File: config.mk
export PLATFORM = sky130hd
export DESIGN_NAME = distance_band_volume_attenuator
export DESIGN_NICKNAME = d
export VERILOG_FILES = /design/src/rtl/dbva_pkg.sv /design/src/rtl/dbva_div.sv /design/src/rtl/dbva_axis.sv /design/src/rtl/dbva_mix.sv /design/src/rtl/distance_band_volume_attenuator.sv
export SDC_FILE = /design/constraint.sdc
export NUM_CORES = 2
export LEC_CHECK = 0
export ABC_AREA = 0
export BUFFER_PORTS_ARGS = -buffer_cell sky130_fd_sc_hd__clkbuf_2
export CAP_MARGIN = 20
export CORE_UTILIZATION = 47
export CTS_CLUSTER_DIAMETER = 60
export DETAILED_ROUTE_END_ITERATION = 8
export GPL_ROUTABILITY_DRIVEN = 0
export PLACE_DENSITY = 0.63
export SLEW_MARGIN = 15
export SYNTH_ARGS = -nofsm -noshare
export SYNTH_HDL_FRONTEND = slang
export SYNTH_SLANG_ARGS = --single-unit
File: constraint.sdc
create_clock -name aclk -period 8.2 [get_ports aclk]
set_input_delay 1.64 -clock aclk [delete_from_list [all_inputs] [get_ports aclk]]
set_output_delay 1.64 -clock aclk [all_outputs]
set_load 0.01 [all_outputs]
File: src/rtl/dbva_pkg.sv
`timescale 1ns / 1ps
// ----------------------------------------------------------------------------
// dbva_pkg
// Shared constants and types for the distance band volume attenuator.
// ----------------------------------------------------------------------------
package dbva_pkg;

    localparam int GRID_SIZE_DEF = 16;
    localparam int BANDS_DEF     = 6;

    localparam int VOL_W      = 7;
    localparam int RNG_W      = 8;
    localparam int CFG_BANDS  = 6;
    localparam int COORD_W    = 32;
    localparam int FRAC_W     = 12;
    localparam int SRC_W      = 16;
    localparam int VOLS_W     = CFG_BANDS * VOL_W;
    localparam int RNGS_W     = CFG_BANDS * RNG_W;
    localparam int CFG_IDX_W  = 3;
    localparam int CFG_DATA_W = 48;

    // divider: number of stages that produce the quotient bits
    localparam int DIV_STAGES = 4;

    // pipeline layout
    localparam int AXIS_STAGES = 5 + DIV_STAGES;
    localparam int MIX_STAGES  = 4;
    localparam int NUM_STAGES  = AXIS_STAGES + MIX_STAGES;

    // scale by 1/(127*127): multiply by a rounded-up reciprocal and shift
    localparam int          FULL_SCALE_SQ = 127 * 127;
    localparam int          PROD_W        = 3 * VOL_W;
    localparam int          RECIP_SH      = 36;
    localparam int          RECIP_W       = 23;
    localparam logic [63:0] RECIP_M64     =
        ((64'd1 << RECIP_SH) + 64'(FULL_SCALE_SQ) - 64'd1) / 64'(FULL_SCALE_SQ);
    localparam logic [RECIP_W-1:0] RECIP_M = RECIP_M64[RECIP_W-1:0];
    localparam int          SCALED_W      = PROD_W + RECIP_W;

    typedef enum logic [CFG_IDX_W-1:0] {
        CFG_VOLUMES  = 3'd0,
        CFG_RANGES_X = 3'd1,
        CFG_RANGES_Y = 3'd2,
        CFG_RANGES_Z = 3'd3,
        CFG_SRC_X    = 3'd4,
        CFG_SRC_Y    = 3'd5,
        CFG_SRC_Z    = 3'd6
    } cfg_reg_t;

endpackage

File: src/rtl/dbva_div.sv
`timescale 1ns / 1ps
// ----------------------------------------------------------------------------
// dbva_div
// Pipelined restoring divider for unsigned numerator and divisor, with a
// sideband bus that travels alongside.
// ----------------------------------------------------------------------------
module dbva_div #(
    parameter int DEN_W  = 13,
    parameter int NUM_W  = 20,
    parameter int Q_W    = 7,
    parameter int SIDE_W = 9
) (
    input  logic                                aclk,
    input  logic [dbva_pkg::DIV_STAGES-1:0]     en,
    input  logic [NUM_W-1:0]                    num,
    input  logic [DEN_W-1:0]                    den,
    input  logic [SIDE_W-1:0]                   side_in,
    output logic [Q_W-1:0]                      quot,
    output logic [SIDE_W-1:0]                   side_out
);

    localparam int ST  = dbva_pkg::DIV_STAGES;
    localparam int BPS = (Q_W + ST - 1) / ST;

    logic [NUM_W-1:0]  rem_reg  [ST];
    logic [NUM_W-1:0]  rem_next [ST];
    logic [Q_W-1:0]    q_reg    [ST];
    logic [Q_W-1:0]    q_next   [ST];
    logic [DEN_W-1:0]  den_reg  [ST];
    logic [SIDE_W-1:0] side_reg [ST];

    always_comb begin
        logic [NUM_W-1:0] r;
        logic [NUM_W-1:0] t;
        logic [Q_W-1:0]   q;
        int               bi;
        for (int j = 0; j < ST; j++) begin
            r = (j == 0) ? num : rem_reg[(j == 0) ? 0 : j - 1];
            q = (j == 0) ? '0 : q_reg[(j == 0) ? 0 : j - 1];
            for (int b = 0; b < BPS; b++) begin
                bi = Q_W - 1 - j * BPS - b;
                if (bi >= 0) begin
                    t = NUM_W'(((j == 0) ? den : den_reg[(j == 0) ? 0 : j - 1])) << bi;
                    if (r >= t) begin
                        r     = r - t;
                        q[bi] = 1'b1;
                    end
                end
            end
            rem_next[j] = r;
            q_next[j]   = q;
        end
    end

    always_ff @(posedge aclk) begin
        for (int j = 0; j < ST; j++) begin
            if (en[j]) begin
                rem_reg[j]  <= rem_next[j];
                q_reg[j]    <= q_next[j];
                den_reg[j]  <= (j == 0) ? den : den_reg[(j == 0) ? 0 : j - 1];
                side_reg[j] <= (j == 0) ? side_in : side_reg[(j == 0) ? 0 : j - 1];
            end
        end
    end

    assign quot     = q_reg[ST-1];
    assign side_out = side_reg[ST-1];

endmodule

File: src/rtl/dbva_axis.sv
`timescale 1ns / 1ps
// ----------------------------------------------------------------------------
// dbva_axis
// One axis: distance to the source centre, band search, interpolation
// product and divide, giving the axis volume and a fault flag.
// ----------------------------------------------------------------------------
module dbva_axis #(
    parameter int GRID_SIZE = dbva_pkg::GRID_SIZE_DEF,
    parameter int BANDS     = dbva_pkg::BANDS_DEF
) (
    input  logic                                  aclk,
    input  logic [dbva_pkg::AXIS_STAGES-1:0]      en,
    input  logic signed [dbva_pkg::COORD_W-1:0]   coord,
    input  logic [dbva_pkg::RNGS_W-1:0]           ranges,
    input  logic [dbva_pkg::VOLS_W-1:0]           volumes,
    input  logic signed [dbva_pkg::SRC_W-1:0]     src,
    output logic [dbva_pkg::VOL_W-1:0]            vol,
    output logic                                  fault
);

    localparam int VW      = dbva_pkg::VOL_W;
    localparam int G_W     = $clog2(GRID_SIZE + 1);
    localparam int CTR_W   = dbva_pkg::SRC_W + G_W + 1;
    localparam int WHOLE_W = dbva_pkg::COORD_W - dbva_pkg::FRAC_W;
    localparam int SUM_W   = ((CTR_W > WHOLE_W) ? CTR_W : WHOLE_W) + 1;
    localparam int RG_W    = dbva_pkg::RNG_W + G_W;
    localparam int NUM_W   = VW + RG_W;
    localparam int SIDE_W  = VW + 2;
    localparam int DS      = dbva_pkg::DIV_STAGES;

    // band tables from the configuration words
    logic [VW-1:0]   vol_a [BANDS];
    logic [RG_W-1:0] rg_a  [BANDS];

    for (genvar k = 0; k < BANDS; k++) begin : g_band
        if (k < dbva_pkg::CFG_BANDS) begin : g_cfg
            assign vol_a[k] = volumes[VW*k +: VW];
            assign rg_a[k]  = RG_W'(ranges[dbva_pkg::RNG_W*k +: dbva_pkg::RNG_W])
                            * RG_W'(GRID_SIZE);
        end else begin : g_zero
            assign vol_a[k] = '0;
            assign rg_a[k]  = '0;
        end
    end

    // stage 0: absolute distance from the floored coordinate to the centre
    logic signed [CTR_W-1:0]   ctr_base, ctr;
    logic signed [WHOLE_W-1:0] whole;
    logic signed [SUM_W-1:0]   diff;
    logic [SUM_W-1:0]          dist_next, dist_reg;

    assign ctr_base = CTR_W'(src) * CTR_W'(GRID_SIZE) + CTR_W'(GRID_SIZE / 2);
    // odd grid: centre sits on a half, truncation pulls negatives up
    assign ctr   = ((GRID_SIZE % 2) != 0 && ctr_base < 0) ? ctr_base + 1'b1 : ctr_base;
    assign whole = coord[dbva_pkg::COORD_W-1:dbva_pkg::FRAC_W];
    assign diff  = SUM_W'(whole) - SUM_W'(ctr);
    assign dist_next = diff[SUM_W-1] ? SUM_W'(-diff) : SUM_W'(diff);

    always_ff @(posedge aclk) begin
        if (en[0]) begin
            dist_reg <= dist_next;
        end
    end

    // stage 1: first band whose start lies at or below the distance
    logic            s1_found_next, s1_is0_next;
    logic [VW-1:0]   s1_sv_next, s1_ev_next;
    logic [RG_W-1:0] s1_sp_next, s1_ep_next;
    logic            s1_found_reg, s1_is0_reg;
    logic [VW-1:0]   s1_sv_reg, s1_ev_reg;
    logic [RG_W-1:0] s1_sp_reg, s1_ep_reg;
    logic [SUM_W-1:0] s1_dist_reg;

    always_comb begin
        s1_found_next = 1'b0;
        s1_is0_next   = 1'b0;
        s1_sv_next    = vol_a[0];
        s1_ev_next    = '0;
        s1_sp_next    = '0;
        s1_ep_next    = '0;
        for (int k = BANDS - 1; k >= 0; k--) begin
            if (SUM_W'(rg_a[k]) <= dist_reg) begin
                s1_found_next = 1'b1;
                s1_is0_next   = (k == 0);
                s1_sv_next    = vol_a[k];
                s1_ev_next    = vol_a[(k > 0) ? k - 1 : 0];
                s1_sp_next    = rg_a[k];
                s1_ep_next    = rg_a[(k > 0) ? k - 1 : 0];
            end
        end
    end

    always_ff @(posedge aclk) begin
        if (en[1]) begin
            s1_found_reg <= s1_found_next;
            s1_is0_reg   <= s1_is0_next;
            s1_sv_reg    <= s1_sv_next;
            s1_ev_reg    <= s1_ev_next;
            s1_sp_reg    <= s1_sp_next;
            s1_ep_reg    <= s1_ep_next;
            s1_dist_reg  <= dist_reg;
        end
    end

    // stage 2: interpolation operands; band 0 or no match takes the base volume
    logic signed [VW:0] s2_dv_next, s2_dv_reg;
    logic [RG_W-1:0]    s2_off_next, s2_den_next, s2_off_reg, s2_den_reg;
    logic [SUM_W-1:0]   off_full;
    logic [VW-1:0]      s2_sv_reg;
    logic               s2_fault_reg;

    assign off_full = s1_dist_reg - SUM_W'(s1_sp_reg);

    always_comb begin
        if (!s1_found_reg || s1_is0_reg) begin
            s2_dv_next  = '0;
            s2_off_next = '0;
            s2_den_next = RG_W'(1);
        end else begin
            s2_dv_next  = signed'({1'b0, s1_ev_reg}) - signed'({1'b0, s1_sv_reg});
            s2_off_next = off_full[RG_W-1:0];
            s2_den_next = s1_ep_reg - s1_sp_reg;
        end
    end

    always_ff @(posedge aclk) begin
        if (en[2]) begin
            s2_dv_reg    <= s2_dv_next;
            s2_off_reg   <= s2_off_next;
            s2_den_reg   <= s2_den_next;
            s2_sv_reg    <= s1_sv_reg;
            s2_fault_reg <= !s1_found_reg;
        end
    end

    // stage 3: numerator magnitude and sign
    logic [VW-1:0]    dv_mag;
    logic [NUM_W-1:0] s3_num_reg;
    logic [RG_W-1:0]  s3_den_reg;
    logic [SIDE_W-1:0] s3_side_reg;

    assign dv_mag = s2_dv_reg[VW] ? VW'(-s2_dv_reg) : VW'(s2_dv_reg);

    always_ff @(posedge aclk) begin
        if (en[3]) begin
            s3_num_reg  <= NUM_W'(dv_mag) * NUM_W'(s2_off_reg);
            s3_den_reg  <= s2_den_reg;
            s3_side_reg <= {s2_fault_reg, s2_dv_reg[VW], s2_sv_reg};
        end
    end

    // divide stages
    logic [VW-1:0]     quot;
    logic [SIDE_W-1:0] side_q;

    dbva_div #(
        .DEN_W  (RG_W),
        .NUM_W  (NUM_W),
        .Q_W    (VW),
        .SIDE_W (SIDE_W)
    ) u_div (
        .aclk     (aclk),
        .en       (en[4 +: DS]),
        .num      (s3_num_reg),
        .den      (s3_den_reg),
        .side_in  (s3_side_reg),
        .quot     (quot),
        .side_out (side_q)
    );

    // last stage: apply the truncated quotient to the base volume
    logic [VW-1:0] vol_next, vol_reg;
    logic          fault_reg;

    assign vol_next = side_q[VW] ? side_q[VW-1:0] - quot : side_q[VW-1:0] + quot;

    always_ff @(posedge aclk) begin
        if (en[4 + DS]) begin
            vol_reg   <= vol_next;
            fault_reg <= side_q[VW+1];
        end
    end

    assign vol   = vol_reg;
    assign fault = fault_reg;

endmodule

File: src/rtl/dbva_mix.sv
`timescale 1ns / 1ps
// ----------------------------------------------------------------------------
// dbva_mix
// Multiplies the three axis volumes and scales the product by 1/(127*127).
// ----------------------------------------------------------------------------
module dbva_mix (
    input  logic                                 aclk,
    input  logic [dbva_pkg::MIX_STAGES-1:0]      en,
    input  logic [dbva_pkg::VOL_W-1:0]           vol_x,
    input  logic [dbva_pkg::VOL_W-1:0]           vol_y,
    input  logic [dbva_pkg::VOL_W-1:0]           vol_z,
    input  logic                                 fault_in,
    output logic [dbva_pkg::VOL_W-1:0]           level,
    output logic                                 fault_out
);

    localparam int VW = dbva_pkg::VOL_W;
    localparam int PW = dbva_pkg::PROD_W;
    localparam int SW = dbva_pkg::SCALED_W;
    localparam int SH = dbva_pkg::RECIP_SH;

    logic [2*VW-1:0] p1_reg;
    logic [VW-1:0]   vz_reg;
    logic [PW-1:0]   p_reg;
    logic [SW-1:0]   sc_reg;
    logic [VW-1:0]   level_reg;
    logic [dbva_pkg::MIX_STAGES-1:0] fault_reg;

    always_ff @(posedge aclk) begin
        if (en[0]) begin
            p1_reg       <= (2*VW)'(vol_x) * (2*VW)'(vol_y);
            vz_reg       <= vol_z;
            fault_reg[0] <= fault_in;
        end
        if (en[1]) begin
            p_reg        <= PW'(p1_reg) * PW'(vz_reg);
            fault_reg[1] <= fault_reg[0];
        end
        if (en[2]) begin
            sc_reg       <= SW'(p_reg) * SW'(dbva_pkg::RECIP_M);
            fault_reg[2] <= fault_reg[1];
        end
        if (en[3]) begin
            level_reg    <= sc_reg[SH +: VW];
            fault_reg[3] <= fault_reg[2];
        end
    end

    assign level     = level_reg;
    assign fault_out = fault_reg[dbva_pkg::MIX_STAGES-1];

endmodule

File: src/rtl/distance_band_volume_attenuator.sv
`timescale 1ns / 1ps
// ----------------------------------------------------------------------------
// distance_band_volume_attenuator
// Listener position in, combined band volume and table fault out.
// ----------------------------------------------------------------------------
// Fully pipelined: a position is taken every cycle while the output side
// keeps up. Stages: distance, band search, operand setup, numerator
// multiply, four divider stages of up to two quotient bits each, axis volume,
// two volume multiplies, reciprocal scale, level select. Each stage
// holds its own valid bit, so a stalled output only holds stages that are
// full and bubbles behind it still close up. Configuration writes are taken
// every cycle and should be made while no position is in flight.
module distance_band_volume_attenuator #(
    parameter int GRID_SIZE = dbva_pkg::GRID_SIZE_DEF,
    parameter int BANDS     = dbva_pkg::BANDS_DEF
) (
    input  logic                                  aclk,
    input  logic                                  aresetn,
    input  logic                                  cfg_valid,
    output logic                                  cfg_ready,
    input  logic [dbva_pkg::CFG_IDX_W-1:0]        cfg_index,
    input  logic [dbva_pkg::CFG_DATA_W-1:0]       cfg_data,
    input  logic                                  s_valid,
    output logic                                  s_ready,
    input  logic signed [dbva_pkg::COORD_W-1:0]   s_listener_x,
    input  logic signed [dbva_pkg::COORD_W-1:0]   s_listener_y,
    input  logic signed [dbva_pkg::COORD_W-1:0]   s_listener_z,
    output logic                                  m_valid,
    input  logic                                  m_ready,
    output logic [dbva_pkg::VOL_W-1:0]            m_level,
    output logic                                  m_table_fault
);

    localparam int NS = dbva_pkg::NUM_STAGES;
    localparam int AS = dbva_pkg::AXIS_STAGES;

    // configuration registers
    logic [dbva_pkg::VOLS_W-1:0]       volumes_reg;
    logic [dbva_pkg::RNGS_W-1:0]       ranges_reg [3];
    logic signed [dbva_pkg::SRC_W-1:0] src_reg    [3];

    assign cfg_ready = 1'b1;

    always_ff @(posedge aclk) begin
        if (!aresetn) begin
            volumes_reg <= '0;
            for (int a = 0; a < 3; a++) begin
                ranges_reg[a] <= '0;
                src_reg[a]    <= '0;
            end
        end else if (cfg_valid && cfg_ready) begin
            unique case (cfg_index)
                dbva_pkg::CFG_VOLUMES:  volumes_reg   <= cfg_data[dbva_pkg::VOLS_W-1:0];
                dbva_pkg::CFG_RANGES_X: ranges_reg[0] <= cfg_data[dbva_pkg::RNGS_W-1:0];
                dbva_pkg::CFG_RANGES_Y: ranges_reg[1] <= cfg_data[dbva_pkg::RNGS_W-1:0];
                dbva_pkg::CFG_RANGES_Z: ranges_reg[2] <= cfg_data[dbva_pkg::RNGS_W-1:0];
                dbva_pkg::CFG_SRC_X:    src_reg[0]    <= cfg_data[dbva_pkg::SRC_W-1:0];
                dbva_pkg::CFG_SRC_Y:    src_reg[1]    <= cfg_data[dbva_pkg::SRC_W-1:0];
                dbva_pkg::CFG_SRC_Z:    src_reg[2]    <= cfg_data[dbva_pkg::SRC_W-1:0];
                default: ;  // drop writes to unused indexes
            endcase
        end
    end

    // stage flow control: a stage loads when it is empty or moves on itself
    logic [NS-1:0] valid_reg, valid_next;
    logic [NS:0]   load;

    always_comb begin
        load[NS] = m_ready;
        for (int i = NS - 1; i >= 0; i--) begin
            load[i] = !valid_reg[i] || load[i+1];
        end
        for (int i = 0; i < NS; i++) begin
            if (load[i]) begin
                valid_next[i] = (i == 0) ? s_valid : valid_reg[(i == 0) ? 0 : i - 1];
            end else begin
                valid_next[i] = valid_reg[i];
            end
        end
    end

    always_ff @(posedge aclk) begin
        if (!aresetn) begin
            valid_reg <= '0;
        end else begin
            valid_reg <= valid_next;
        end
    end

    assign s_ready = load[0];
    assign m_valid = valid_reg[NS-1];

    // per-axis datapaths
    logic signed [dbva_pkg::COORD_W-1:0] coord [3];
    logic [dbva_pkg::VOL_W-1:0]          axis_vol   [3];
    logic [2:0]                          axis_fault;

    assign coord[0] = s_listener_x;
    assign coord[1] = s_listener_y;
    assign coord[2] = s_listener_z;

    for (genvar a = 0; a < 3; a++) begin : g_axis
        dbva_axis #(
            .GRID_SIZE (GRID_SIZE),
            .BANDS     (BANDS)
        ) u_axis (
            .aclk    (aclk),
            .en      (load[AS-1:0]),
            .coord   (coord[a]),
            .ranges  (ranges_reg[a]),
            .volumes (volumes_reg),
            .src     (src_reg[a]),
            .vol     (axis_vol[a]),
            .fault   (axis_fault[a])
        );
    end

    dbva_mix u_mix (
        .aclk      (aclk),
        .en        (load[NS-1:AS]),
        .vol_x     (axis_vol[0]),
        .vol_y     (axis_vol[1]),
        .vol_z     (axis_vol[2]),
        .fault_in  (|axis_fault),
        .level     (m_level),
        .fault_out (m_table_fault)
    );

`ifndef SYNTHESIS
    // the input side only stalls behind a full pipeline held by the output
    assert property (@(posedge aclk) disable iff (!aresetn)
        !s_ready |-> (m_valid && !m_ready && (&valid_reg)))
        else $error("input stalled without output back-pressure");

    // no transaction in flight is lost unless one leaves at the output
    assert property (@(posedge aclk) disable iff (!aresetn)
        !(m_valid && m_ready) |=> $countones(valid_reg) >= $past($countones(valid_reg)))
        else $error("transaction dropped inside pipeline");

    // an accepted position occupies the first stage on the next cycle
    assert property (@(posedge aclk) disable iff (!aresetn)
        (s_valid && s_ready) |=> valid_reg[0])
        else $error("accepted transaction not captured");
`endif

endmodule

==> flow_summary.yaml <==
worst_setup_path:
  setup.worst_path.start_class: "register"
  cp-end-kind: "register"
  reg2reg_depth: 22
  crit_fanout: 16
  rrSetupSlack_ns: 1.23
  arrival_ns: 7.50
  rr_endpoint: "g_axis[1].u_axis.s3_num_reg[18]"
  rr_startpoint: "g_axis[1].u_axis.s2_dv_reg[0]"
  worst-setup-path-type: "reg2reg"
  worstPathRequired_ns: 8.72
cts:
  insertion_delay_ns: 0.78
  cts_tree: "done"
  h-tree-depth: 4
  cts_resized: 0
  holdBufCountCts: 0
  cts_made_buffers: 144
  post_cts_buffers: 0
  path_clk_slew_ns: 0.06
  cts.path.max_buffers: 3
  ctsRootBufferMaster: "clkbuf_16"
  cts_sinks: 1204
routing:
  drt_first_pass_iters: 6
  ant_nets: 0
  route.detailed.drc: 0
  drtIter0Drc: 3679
  vias: 58280
  wirelength_um: 190300
  wl_per_cell_um: 17.79
  via_per_inst: 5.447
flow_run:
  cap_violations: 0
timing:
  finalHoldViolCount: 0
  setup_tns_ns: 0
  skew_ns: 0.05006
  final.min_clock_period_ns: 6.974
  drv_slew: 0
  tightest_slew_ns: 1.155
  setup_viol: 0
  rsz0062_at_grt: "false"
  period_share_pct: 85.05
  max_freq_mhz: 143.4
  slew_headroom_pct: 22.84
yosys:
  avgSynthCellArea_um2: 10.64
  yosys-top-cells-count: "edfxtp_1 (1149), ha_1 (948), inv_1 (936)"
  synth_edf_count: 1149
  netlist_top_cells_area: "edfxtp_1 (40%), ha_1 (14%), fa_1 (7.1%)"
  synth_cell_types: 105
  ys_ff_latch: 1204
  yosysWarnings: 0
  async_flop_share_pct: 0
  yosysTopAreaCellShare_pct: 40.17
  syn_area_um2: 85890
  synth.most_common_cell: "edfxtp_1"
  synth_ff_type: "edfxtp_1"
  postSynthCellCount: 8075
  seq_area_frac_synth_pct: 41.45
  synth_area_leader_cell: "edfxtp_1"
die:
  coreArea_um2: 181100
  rows: 156
  die_w_um: 429.5
  dieArea_um2: 184500
  die_h_um: 429.5
  io_pins: 163
  initial_core_util_pct: 47.42
layout:
  nFillCells: 15780
  syn2layout_area_growth_pct: 9.710
  largest_reg_flops: 180
  fin_nets: 9610
  final_layout_size_suffix_gt1_share_pct: 7.279
power:
  p_leak_nw: 42.04
  total_power_w: 0.03221
  max-vdd-ir-drop_mv: 0.4618
  power.density_nw_per_um2: 341.8
hold_path:
  min_path_type: "reg2reg"
  holdPathEnd: "g_axis[0].u_axis.u_div.q_reg[1][6]"
  hp-start: "g_axis[0].u_axis.u_div.q_reg[0][6]"
  hold_path_depth: 0
global_routing:
  grt_pass1_wl_um: 305000
  grt_remaining_overflow: 0
  antenna_found_initial: 3
  grt_max_degree: 96
  grt.total_usage_pct: 20.50
  grt_pass1_vias: 57740
place:
  hpwl_um: 150500
  place.port_buffers: 125
status:
  status: "finished clean"
==> through the flow <==
stage          utilization [%]  setup slack (ns)  hold WS [ns]  cells  area, µm²
2_1_floorplan                -             1.772        0.4003   8080      85910
3_3_place_gp             49.31             1.371        0.4002  10420      89320
3_5_place_dp             49.31             1.280        0.4045  10420      89320
4_1_cts                  52.00             1.251        0.3925  10690      94180
5_1_grt                  52.02            0.6178        0.4075  10700      94230
6_report                 52.02             1.226        0.3922  10700      94230
==> report_power, final <==
group          internal, W  leakage [nW]  switching, W
Sequential         0.00849          13.4      0.000635
Clock              0.00369          2.33       0.00268
Combinational      0.00761          26.3       0.00910
Total               0.0198          42.0        0.0124
==> critical path: stages (launching register included) <==
cell and delay [ns]:
edfxtp_1 0.67, inv_1 0.10, ha_1 0.24, nand2b_1 0.16, xnor2_1 0.82, and2_1 0.27
fa_1 0.42, ha_1 0.29, inv_1 0.05, fa_1 0.50, fa_1 0.54, inv_1 0.04
ha_1 0.32, a21oi_1 0.23, o21bai_1 0.09, a21oi_1 0.23, o21bai_1 0.09, a21oi_1 0.23
o21bai_1 0.12, a2111oi_0 0.79, o41ai_1 0.21, a21oi_1 0.22, xnor2_1 0.08
==> kinds of logic (layout without fill, tap and decap cells) <==
group / count (synthesis) / count (layout) / share of synthesized area (%)
AO/OA/AOI/OAI: 1536 / 1536 / 11.54
XOR/XNOR: 506 / 506 / 5.168
adder cells (fa/ha/maj): 1254 / 1254 / 20.94
buffers and inverters: 1152 / 1397 / 5.112
flip-flops: 1204 / 1204 / 41.45
multiplexers: 255 / 255 / 3.117
other: 2 / 11 / 0.008743
AND/OR/NAND/NOR: 2166 / 2166 / 12.66
==> per-layer routing <==
| metal | vias to the layer above | track usage (%) | share of wire (%) |
|---|---|---|---|
| met4 | 0 | 7.828 | 3.8 |
| met1 | 27750 | 26.33 | 44 |
| met5 | - | 0 | 0 |
| met2 | 1387 | 35.19 | 48 |
| met3 | 368 | 2.517 | 4.3 |
| li1 | 28780 | - | - |
==> placed cells by master (no fill, tap or decap), drive strengths merged, types with 51 or more instances in the layout <==
cell type	count
o21bai	61
dfxtp	55
nand3	102
a21o	220
a21oi	461
nand4	54
ha	948
inv	962
nand2	601
nand2b	102
xnor2	361
nor2b	199
clkinv	53
mux2	100
and2	244
buf	56
nor2	498
mux2i	155
o31ai	51
xor2	145
edfxtp	1149
o21ai	274
o21a	72
a31oi	87
nor3	106
a21boi	55
fa	306
clkbuf	307
==> layout make-up <==
class / instances / area (µm²) / share of cell area (%)
Sequential cell: 1204 / 35600 / 37.78
Antenna cell: 4 / 10.01 / 0.01062
Clock inverter: 88 / 1101 / 1.168
Tap cell: 2370 / 2965 / 3.147
Clock buffer: 179 / 3765 / 3.995
Multi-Input combinational cell: 5724 / 46130 / 48.96
Timing Repair Buffer: 184 / 1097 / 1.164
Inverter: 946 / 3558 / 3.776
==> how the worst max path moves through the flow <==
stage | from | endpoint | slack (ns) | cells past startpoint
2_1_floorplan | m_ready | g_axis[0].u_axis.s1_dist_reg[0] | 1.77 | 8
3_3_place_gp | g_axis[2].u_axis.s2_dv_reg[0] | g_axis[2].u_axis.s3_num_reg[18] | 1.37 | 22
3_5_place_dp | g_axis[1].u_axis.s2_dv_reg[0] | g_axis[1].u_axis.s3_num_reg[18] | 1.28 | 23
4_1_cts | g_axis[1].u_axis.s2_dv_reg[0] | g_axis[1].u_axis.s3_num_reg[18] | 1.25 | 23
5_1_grt | g_axis[1].u_axis.s2_dv_reg[0] | g_axis[1].u_axis.s3_num_reg[18] | 0.62 | 22
6_report | g_axis[1].u_axis.s2_dv_reg[0] | g_axis[1].u_axis.s3_num_reg[18] | 1.23 | 22
No activity file was read; power rests on OpenSTA's default activity.
